[config.mk]
export PLATFORM = sky130hd
export DESIGN_NAME = hash_insert_quadratic_probe_unit
export DESIGN_NICKNAME = d
export VERILOG_FILES = /design/src/rtl/core/hiqp_pkg.sv /design/src/rtl/core/hiqp_ctrl.sv /design/src/rtl/core/hiqp_datapath.sv /design/src/rtl/core/hash_insert_quadratic_probe_unit.sv
export SDC_FILE = /design/constraint.sdc
export NUM_CORES = 2
export LEC_CHECK = 0
export ABC_CLOCK_PERIOD_IN_PS = 17150
export BUFFER_PORTS_ARGS = -buffer_cell sky130_fd_sc_hd__buf_2
export CAP_MARGIN = 25
export CORE_MARGIN = 2
export CORE_UTILIZATION = 42
export CTS_CLUSTER_DIAMETER = 60
export CTS_CLUSTER_SIZE = 40
export DETAILED_ROUTE_END_ITERATION = 8
export GPL_TIMING_DRIVEN = 0
export PLACE_DENSITY = 0.62
export REMOVE_ABC_BUFFERS = 1
export SLEW_MARGIN = 10
export SYNTH_ARGS = -nofsm -noshare
export SYNTH_HDL_FRONTEND = slang
export SYNTH_SLANG_ARGS = --single-unit
[constraint.sdc]
create_clock -name clk -period 17.15 [get_ports clk]
set_input_delay 0.8575 -clock clk [delete_from_list [all_inputs] [get_ports clk]]
set_output_delay 0.8575 -clock clk [all_outputs]
set_load 0.005 [all_outputs]
[src/rtl/core/hiqp_pkg.sv]
// ----------------------------------------------------------------------------
// hiqp_pkg
// Shared widths, constants and the command/status structs passed between
// the controller and the datapath of the quadratic-probe insert unit.
// ----------------------------------------------------------------------------
`default_nettype none

package hiqp_pkg;

  localparam int KEY_W  = 31;
  localparam int SIZE_W = 11;
  localparam int SLOT_W = 10;
  localparam int BIT_CNT_W = 5;

  localparam logic [SIZE_W-1:0] SIZE_RESET = 11'd1021;
  localparam logic [SIZE_W-1:0] SIZE_MIN   = 11'd2;
  localparam logic [BIT_CNT_W-1:0] KEY_LAST_BIT = 5'(KEY_W - 1);

  // commands from the controller, at most one work step per cycle
  typedef struct packed {
    logic clr;    // clear one occupancy entry
    logic load;   // latch key and active size, start the mod
    logic div;    // one restoring-division step
    logic seed;   // probe position = home slot
    logic rd;     // read occupancy at probe position
    logic claim;  // mark probe position used and report it
    logic fail;   // report a failed insert
    logic adv;    // move to the next quadratic probe
  } cmd_t;

  // status back to the controller
  typedef struct packed {
    logic clr_last;    // last entry of the clearing pass
    logic div_last;    // last key bit is being consumed
    logic occ;         // registered occupancy of the probe position
    logic probe_last;  // this was probe j = T-1
  } status_t;

endpackage

`default_nettype wire

[src/rtl/core/hiqp_ctrl.sv]
// ----------------------------------------------------------------------------
// hiqp_ctrl
// Controller: clearing pass after reset, mod sequencing and the probe walk.
// ----------------------------------------------------------------------------
`default_nettype none

module hiqp_ctrl (
  input  wire              clk,
  input  wire              rst,
  input  wire              start,
  input  hiqp_pkg::status_t st,
  output hiqp_pkg::cmd_t    cmd,
  output logic             busy
);

  typedef enum logic [2:0] {
    S_CLEAR,
    S_IDLE,
    S_DIV,
    S_SEED,
    S_RD,
    S_CHK
  } state_t;

  state_t state;

  // state register
  always_ff @(posedge clk) begin
    if (rst) begin
      state <= S_CLEAR;
    end else begin
      case (state)
        S_CLEAR: if (st.clr_last) state <= S_IDLE;
        S_IDLE:  if (start) state <= S_DIV;
        S_DIV:   if (st.div_last) state <= S_SEED;
        S_SEED:  state <= S_RD;
        S_RD:    state <= S_CHK;
        S_CHK: begin
          if (!st.occ || st.probe_last) state <= S_IDLE;
          else state <= S_RD;
        end
        default: state <= S_CLEAR;
      endcase
    end
  end

  // command decode
  always_comb begin
    cmd = '0;
    case (state)
      S_CLEAR: cmd.clr = 1'b1;
      S_IDLE:  cmd.load = start;
      S_DIV:   cmd.div = 1'b1;
      S_SEED:  cmd.seed = 1'b1;
      S_RD:    cmd.rd = 1'b1;
      S_CHK: begin
        cmd.claim = !st.occ;
        cmd.fail  = st.occ && st.probe_last;
        cmd.adv   = st.occ && !st.probe_last;
      end
      default: cmd = '0;
    endcase
  end

  assign busy = (state != S_IDLE);

  // only one work step per cycle
  a_cmd_onehot: assert property (@(posedge clk) disable iff (rst)
    $onehot0(cmd))
    else $error("more than one datapath command at once");

  // an accepted item always enters the mod phase
  a_load_div: assert property (@(posedge clk) disable iff (rst)
    cmd.load |=> cmd.div)
    else $error("load not followed by division");

  // a probe check comes right after its read
  a_rd_chk: assert property (@(posedge clk) disable iff (rst)
    cmd.rd |=> (cmd.claim || cmd.fail || cmd.adv))
    else $error("read not followed by probe decision");

endmodule

`default_nettype wire

[src/rtl/core/hiqp_datapath.sv]
// ----------------------------------------------------------------------------
// hiqp_datapath
// Size register, bit-serial key mod T, incremental quadratic probe address,
// occupancy memory and result registers.
// ----------------------------------------------------------------------------
`default_nettype none

module hiqp_datapath #(
  parameter int TABLE_DEPTH = 1024
) (
  input  wire                             clk,
  input  wire                             rst,
  input  hiqp_pkg::cmd_t                   cmd,
  output hiqp_pkg::status_t                st,
  input  wire                             cfg_we,
  input  wire [hiqp_pkg::SIZE_W-1:0]      cfg_wdata,
  input  wire [hiqp_pkg::KEY_W-1:0]       key,
  output logic                            done,
  output logic [hiqp_pkg::SLOT_W-1:0]     slot,
  output logic                            placed
);

  localparam int ADDR_W   = (TABLE_DEPTH > 1) ? $clog2(TABLE_DEPTH) : 1;
  localparam int SW       = hiqp_pkg::SIZE_W;
  localparam int WIDE_W   = (ADDR_W > SW) ? ADDR_W : SW;
  localparam int LIMIT    = (TABLE_DEPTH > 2047) ? 2047 : TABLE_DEPTH;
  localparam logic [SW-1:0] SIZE_LIM = SW'(LIMIT);
  localparam logic [ADDR_W-1:0] CLR_LAST = ADDR_W'(TABLE_DEPTH - 1);

  logic [SW-1:0] table_size;
  logic [SW-1:0] t_act;
  logic [hiqp_pkg::KEY_W-1:0] key_sh;
  logic [hiqp_pkg::BIT_CNT_W-1:0] bit_cnt;
  logic [SW-1:0] rem;
  logic [SW:0]   trial;
  logic [SW-1:0] rem_next;
  logic [SW-1:0] pos;
  logic [SW-1:0] inc;
  logic [SW-1:0] j_cnt;
  logic [SW:0]   pos_sum;
  logic [SW:0]   inc_sum;
  logic [SW-1:0] pos_next;
  logic [SW-1:0] inc_next;
  logic [WIDE_W-1:0] pos_wide;
  logic [ADDR_W-1:0] pos_addr;
  logic [ADDR_W-1:0] clr_cnt;
  logic occ_mem [TABLE_DEPTH];
  logic occ_rdata;
  logic mem_we;
  logic [ADDR_W-1:0] mem_waddr;
  logic mem_wdata;

  // size register, written from the config port
  always_ff @(posedge clk) begin
    if (rst) begin
      table_size <= hiqp_pkg::SIZE_RESET;
    end else if (cfg_we) begin
      table_size <= cfg_wdata;
    end
  end

  // key mod T: one restoring step per key bit, msb first
  always_comb begin
    trial = {rem, key_sh[hiqp_pkg::KEY_W-1]};
    if (trial >= {1'b0, t_act}) begin
      rem_next = SW'(trial - {1'b0, t_act});
    end else begin
      rem_next = trial[SW-1:0];
    end
  end

  // next probe: pos += 2j+1 and the odd step += 2, both kept below T
  always_comb begin
    pos_sum = {1'b0, pos} + {1'b0, inc};
    inc_sum = {1'b0, inc} + (SW+1)'(2);
    if (pos_sum >= {1'b0, t_act}) pos_next = SW'(pos_sum - {1'b0, t_act});
    else pos_next = pos_sum[SW-1:0];
    if (inc_sum >= {1'b0, t_act}) inc_next = SW'(inc_sum - {1'b0, t_act});
    else inc_next = inc_sum[SW-1:0];
  end

  assign pos_wide = WIDE_W'(pos);
  assign pos_addr = pos_wide[ADDR_W-1:0];

  // work registers
  always_ff @(posedge clk) begin
    if (rst) begin
      clr_cnt <= '0;
    end else if (cmd.clr) begin
      clr_cnt <= clr_cnt + ADDR_W'(1);
    end
    if (cmd.load) begin
      key_sh  <= key;
      bit_cnt <= '0;
      rem     <= '0;
      if (table_size < hiqp_pkg::SIZE_MIN) t_act <= hiqp_pkg::SIZE_MIN;
      else if (table_size > SIZE_LIM) t_act <= SIZE_LIM;
      else t_act <= table_size;
    end
    if (cmd.div) begin
      rem     <= rem_next;
      key_sh  <= {key_sh[hiqp_pkg::KEY_W-2:0], 1'b0};
      bit_cnt <= bit_cnt + hiqp_pkg::BIT_CNT_W'(1);
    end
    if (cmd.seed) begin
      pos   <= rem;
      inc   <= SW'(1);
      j_cnt <= '0;
    end
    if (cmd.adv) begin
      pos   <= pos_next;
      inc   <= inc_next;
      j_cnt <= j_cnt + SW'(1);
    end
  end

  // occupancy memory, one write and one registered read port
  always_comb begin
    mem_we    = cmd.clr || cmd.claim;
    mem_waddr = cmd.clr ? clr_cnt : pos_addr;
    mem_wdata = !cmd.clr;
  end

  always_ff @(posedge clk) begin
    if (mem_we) occ_mem[mem_waddr] <= mem_wdata;
    if (cmd.rd) occ_rdata <= occ_mem[pos_addr];
  end

  // result registers
  always_ff @(posedge clk) begin
    if (rst) begin
      done <= 1'b0;
    end else begin
      done <= cmd.claim || cmd.fail;
    end
    if (cmd.claim) begin
      slot   <= pos_wide[hiqp_pkg::SLOT_W-1:0];
      placed <= 1'b1;
    end else if (cmd.fail) begin
      slot   <= '0;
      placed <= 1'b0;
    end
  end

  // status
  assign st.clr_last   = (clr_cnt == CLR_LAST);
  assign st.div_last   = (bit_cnt == hiqp_pkg::KEY_LAST_BIT);
  assign st.occ        = occ_rdata;
  assign st.probe_last = (j_cnt == t_act - SW'(1));

endmodule

`default_nettype wire

[src/rtl/core/hash_insert_quadratic_probe_unit.sv]
// ----------------------------------------------------------------------------
// hash_insert_quadratic_probe_unit
// Inserts one key per item into an occupancy table by quadratic probing.
// ----------------------------------------------------------------------------
// sequence: the item is accepted, then the bit-serial key mod T, a seed step, then a
// read and a check step per probe, P = 1..T probes, then the result strobe
// throughput: one item at a time; the next one may start in the strobe cycle
// reset: the occupancy memory is cleared one entry per cycle, every entry, with busy
// high; table_size resets to 1021; results cannot be stalled
`default_nettype none

module hash_insert_quadratic_probe_unit #(
  parameter int TABLE_DEPTH = 1024
) (
  input  wire                          clk,
  input  wire                          rst,
  input  wire                          start,
  output logic                         busy,
  input  wire [hiqp_pkg::KEY_W-1:0]    key,
  input  wire                          cfg_we,
  input  wire [hiqp_pkg::SIZE_W-1:0]   cfg_wdata,
  output logic                         done,
  output logic [hiqp_pkg::SLOT_W-1:0]  slot,
  output logic                         placed
);

  hiqp_pkg::cmd_t    cmd;
  hiqp_pkg::status_t st;

  hiqp_ctrl u_ctrl (
    .clk   (clk),
    .rst   (rst),
    .start (start),
    .st    (st),
    .cmd   (cmd),
    .busy  (busy)
  );

  hiqp_datapath #(
    .TABLE_DEPTH (TABLE_DEPTH)
  ) u_dp (
    .clk       (clk),
    .rst       (rst),
    .cmd       (cmd),
    .st        (st),
    .cfg_we    (cfg_we),
    .cfg_wdata (cfg_wdata),
    .key       (key),
    .done      (done),
    .slot      (slot),
    .placed    (placed)
  );

  // the strobe comes only after the walk has ended
  a_done_idle: assert property (@(posedge clk) disable iff (rst)
    done |-> !busy)
    else $error("result strobe while still busy");

  // a failed insert reports slot zero
  a_fail_zero: assert property (@(posedge clk) disable iff (rst)
    (done && !placed) |-> (slot == '0))
    else $error("failed insert with nonzero slot");

  // one strobe per item, never two in a row
  a_done_single: assert property (@(posedge clk) disable iff (rst)
    done |=> !done)
    else $error("result strobe repeated");

endmodule

`default_nettype wire
* Word-level counts from Yosys, hierarchy flattened
Memory sizes are Yosys's and may differ from the RTL's. A register that Yosys moved wholly into a read port is not among the register bits.
Index checks and enable logic that the tools add are counted.
W data, S select, Z words.
** Storage, ports and cells
- Flip-flop bits (word level) :: 127
- Latch bits :: 0
- Memory bits (writable) :: 1024
- ROM bits :: 0
- Logic and storage cells :: 88
- Memories :: 1
** Operators by class
- Add/subtract/negate cells :: 9
- Multipliers :: 0
- Div/mod/pow operators :: 0
- Magnitude comparators :: 5
- Equal/unequal tests :: 12
- Shift-type cells :: 0
- Mux-type cells :: 32
- Bitwise logic cells :: 0
- Reduce and logical (&&, ||, !) cells :: 14
** Memory list
- u_dp.occ_mem :: words 1024, bits a word 1, read ports 1, clocked after memory_dff 1, write ports 1, line hiqp_datapath.sv:47 : logic occ_mem [TABLE_DEPTH];
** Operator list (number)
- $mux W11 :: 12
- $mux W31 :: 2
- $ge A12 B11 Y1 :: 3
- $sub A11 B11 Y11 :: 3
- $mux W10 :: 3
- $pmux W3 S6 :: 1
- $mux W3 :: 5
- $add A11 B11 Y12 :: 1
- $add A11 B2 Y12 const B :: 1
- $add A11 B1 Y11 const B :: 1
- $eq A11 B11 Y1 :: 1
- $gt A11 B11 Y1 const B :: 1
- $lt A11 B2 Y1 const B :: 1
- $sub A11 B1 Y11 const B :: 1
- $add A10 B1 Y10 const B :: 1
- $eq A10 B10 Y1 const B :: 1
- $mux W5 :: 2
- $mux W1 :: 7
- $eq A3 B2 Y1 const B :: 2
- $eq A3 B3 Y1 const B :: 2
- $ne A2 B2 Y1 const B :: 3
- $reduce_bool A2 Y1 :: 3
- $add A5 B1 Y5 const B :: 1
- $eq A5 B5 Y1 const B :: 1
- other kinds (8) :: 13

* Depth between registers and ports, before layout
- Depth after elaboration :: 8
- Mapped depth :: 17

* By module
Synthesis repeated with hierarchy kept, for this count alone.
** Second synthesis, totals
- Cells, all modules :: 3846
- Area total of the unflattened synthesis :: 52515.4 µm²
** By module, submodules not included
- hiqp_datapath :: instances 1, cells an instance 3815, area an instance 52283.9 µm², sequential area each 34262.9 µm²
- hiqp_ctrl :: instances 1, cells an instance 31, area an instance 231.5 µm², sequential area each 60.1 µm²

* Worst setup path before layout
OpenSTA, ideal clock, no wires.
- Path kind :: register -> register
- From :: register u_ctrl.state[1]
- To :: memory u_dp.occ_mem[667], enable pin
- Library setup time :: 0.300 ns
- Data arrival time :: 9.076 ns
- Required time :: 16.850 ns
- Slack :: 7.775 ns
- Cell stages (with the launch flop) :: 11
- Period minus slack after synthesis :: 9.375 ns
- Path through :: dfxtp_1 > clkbuf_1 > nor3_4 > inv_2 > buf_2 > a31oi_1 > nor2_1 > nand2_1 > clkbuf_1 > buf_2 > nor2_1
** Between the ends
- Word-level cells in the longest chain between the ends :: 5
** RTL lines
- start: declaration :: line hiqp_ctrl.sv:25 : state_t state;
- start signal: assignment :: line hiqp_ctrl.sv:30 : state <= S_CLEAR;
- start signal: assignment :: line hiqp_ctrl.sv:33 : S_CLEAR: if (st.clr_last) state <= S_IDLE;
- start signal: assignment :: line hiqp_ctrl.sv:34 : S_IDLE: if (start) state <= S_DIV;
- $eq A3 B3 Y1 or $logic_not A3 Y1 (tied branches) :: line hiqp_ctrl.sv:50 : case (state)
- $mux W3 or $mux W1 (tied branches) :: line hiqp_ctrl.sv:50
- $logic_or A1 B1 Y1 :: line hiqp_datapath.sv:119 : mem_we = cmd.clr || cmd.claim;
- $mux W1 :: line hiqp_datapath.sv:125 : if (mem_we) occ_mem[mem_waddr] <= mem_wdata;
- $mux W1 (implied by the code) :: line hiqp_datapath.sv:125
- end: declaration :: line hiqp_datapath.sv:47
Several ways; a longest one is shown, not always the timed one.

* Worst setup path after layout
- From :: register u_ctrl.state[2]
- To :: memory u_dp.occ_mem[80], enable pin
The elaborated chain is that of the path after synthesis.

==> results.md <==
* Post-synthesis cell area at 52200 sq um
* Synth unique cells at 72
* CTS hold repair buffers at 0
* RSZ-0062 raised after global routing: no
* CP Launch Type: flip-flop
* Wire length per cell at between 20 and 25 um
* First-pass DRT Iterations at 7
* Crit path arrival time at 5.32 ns
* Seq/Total Area, Yosys at 0.658
* Worst R2R End: u_dp.occ_mem[80]
* CTS max path bufs at 3
* Count leader, synth: nor2_1
* Hold Path Class: in2reg
* Post-Synthesis Cells at 3864
* Setup CP Type: reg2reg
* Post-layout net count at roughly 4000
* Hold path start: cfg_wdata[4]
* Vias in the first global route at 31900
* Slew Limit Fails at 0
* I/O pin total at 59
* Root Driver: clkbuf_16
* Flip-flop and latch count after synthesis at roughly 1200
* Worst Tran Pin Value at ~1.2 ns
* Die H at about 360 um
* Worst Hold Path EP: u_dp.table_size[4]
* Crit share post-route at 0.286
* Area leader, netlist: edfxtp_1
* Grt ovf at 0
* Worst vdd ir at 0.0000844 V
* Vias at about 32000
* Synth area leaders: edfxtp_1 (65%), mux4_2 (9.5%), nor2_1 (8.3%), mux2i_1 (1.9%), clkbuf_1 (1.3%)
* Post-layout util at 0.483
* Critical-path maximum fanout at around 170
* Top cell type's share of synthesized area at 0.648
* Status: finished clean
* Setup Buffers After CTS at 0
* CTS Sinks at 1152
* Slew HR at 0.182
* FF-to-FF setup slack at approximately 12 ns
* Worst R2R Start: u_ctrl.state[2]
* Pwr per Cell Area at 91.3 nW/um^2
* Core area at 123000 sq um
* Max Cap Viol at 0
* PortBufs at 58
* Vias per cell at 5.84
* Clock skew at 0.0478 ns
* R2R cell count at 11
* Total CTS buffers at 91
* Hpwl dp at 85.7 mm
* WP data required at 17.56 ns
* Async SR Flop Fraction at 0
* Post-synth EDFFs at 1125
* Initial antenna violation count at 1
* Post-CTS resize count at 0
* Std-Cell Rows at 129
* WHS Path Cells at 2
* N_diodes at 0
* Filler Cells Inserted at ~11000
* DRC violations left at 0
* Final hold vios at 0
* Layout area overhead at 14.2%
* Gr usage total at 0.216
* Total Wirelength at 138 mm
* Die area at around 130000 sq um
* Yosys warns at 0
* Tot Pwr at 5.44 mW
* DIE WIDTH at 356 um
* Largest net degree at the start of global routing at 190
* Placer Congestion at 0.806
* Minimum clock period at 4.91 ns
* Fraction of layout cells with a size suffix above 1 at 0.168
* Final setup violation count at 0
* Worst setup EP type: flip-flop
* Syn avg cell area at 13.5 sq um
* Ys flop type: edfxtp_1
* Clk Latency, worst-skew pair at between 0.7 and 0.8 ns
* Antenna-violating nets left at 0
* Top cells by count, synth: nor2_1 (1150), edfxtp_1 (1125), mux4_2 (221)
* Max Fclk at 204 MHz
* DRT iter0 DRCs at around 4000
* Clock-pin slew on the worst setup and hold paths at 0.08 ns
* Dpl ws at 12.21 ns
* CTS tree: built
* H-tree levels at 3
* Post-route setup slack at 12.24 ns
* Leakage at 18.9 nW
* Initial cell density of the core at 0.423
* First-pass GRT wire length at 205 mm
[metrics by stage]
stage	std cells	TNS (ns)	instance area [sq um]	hold slack (ns)
floorplan	3543	0	50800	0.451
global placement	5238	-2071.48	53100	0.438
detailed placement	5359	0	55800	0.447
CTS	5530	0	59200	0.337
global route	5549	0	59600	0.354
finish	5549	0	59600	0.379
[power by group]
group | leakage [nW] | total (mW) | internal, mW | switching [mW]
sequential | 10.5 | 3.04 | 3.04 | 0.00293
clock | 1.63 | 2.35 | 1.12 | 1.23
combinational | 6.69 | 0.0552 | 0.0144 | 0.0408
total | 18.9 | 5.44 | 4.17 | 1.27
[critical path: stages (launching register included)]
cell and delay [ns]:
dfxtp_1 0.45, nor3_4 0.78, inv_8 0.23, buf_16 0.30
buf_16 0.28, or3_1 0.37, o31ai_1 0.12, buf_2 0.28
and2_0 0.52, nand2_2 0.65, buf_16 0.40, nor2_1 0.14
[final cells by class]
cell class | count | area (sq um) | share of cell area
clock inverter | 78 | 1090 | 0.0183
inverter | 40 | 158 | 0.00265
multi-input combinational | 2351 | 16500 | 0.277
clock buffer | 93 | 2310 | 0.0387
timing repair buffer | 198 | 3140 | 0.0528
tap | 1637 | 2050 | 0.0344
sequential | 1152 | 34300 | 0.576
[cell usage in the layout (no fill, tap or decap), drive strengths merged, types with 11 or more instances in the layout]
cell type and count:
a211o 14, a211oi 31, a21o 12, a21oi 55, a22o 45, a22oi 60, a31oi 13, and2 16
and3 16, buf 198, clkbuf 93, clkinv 30, dfxtp 27, edfxtp 1125, ha 50, inv 87
mux2i 100, mux4 221, nand2 143, nand2b 26, nand3 57, nand3b 11, nand4 18, nor2 1150
nor2b 41, nor3 27, o211ai 12, o21ai 43, o22ai 24, or3 11, xnor2 43, xor2 28
[flip-flops by register name, summed over array words and instances, names as in the netlist]
register	cells
u_dp.bit_cnt	5
u_dp.done	1
u_dp.j_cnt	11
u_dp.occ_mem	1024
u_dp.t_act	11
u_dp.table_size	11
u_dp.rem	11
u_dp.pos	11
u_dp.key_sh	31
u_ctrl.state	3
u_dp.clr_cnt	10
u_dp.inc	11
u_dp.occ_rdata	1
u_dp.slot	10
u_dp.placed	1
[cell families (layout without fill, tap and decap cells)]
kind of cell / after synthesis / after routing / share of synthesized area
xor gates and xnor gates: 71 / 71 / 0.0119
AOI/OAI and AO/OA: 359 / 359 / 0.0491
muxes: 331 / 331 / 0.117
adders and majority gates: 54 / 54 / 0.0135
and+or+nand+nor: 1536 / 1536 / 0.121
DFF: 1152 / 1152 / 0.658
buffers and inverters: 361 / 409 / 0.0297
[per-layer routing]
metal / up-vias / GRT usage / part of all wire
met3: 223 / 0.0373 / 0.082
met1: 16800 / 0.297 / 0.41
met2: 1269 / 0.351 / 0.48
met4: 0 / 0.0687 / 0.029
met5: - / 0 / 0
li1: 14200 / - / -
[worst max path at each step]
stage                    start                 to  slack [ns]  depth (start not counted)
6_report       u_ctrl.state[2]   u_dp.occ_mem[80]       12.24                         11
5_1_grt        u_ctrl.state[2]  u_dp.occ_mem[912]       11.85                         11
4_1_cts        u_ctrl.state[2]   u_dp.occ_mem[80]       12.16                         10
3_5_place_dp   u_ctrl.state[2]   u_dp.occ_mem[80]       12.21                         10
3_3_place_gp   u_ctrl.state[2]  u_dp.occ_mem[870]       -2.64                          5
2_1_floorplan      u_dp.pos[0]        u_dp.pos[0]        5.10                         11
No activity file was read; power rests on OpenSTA's default activity.
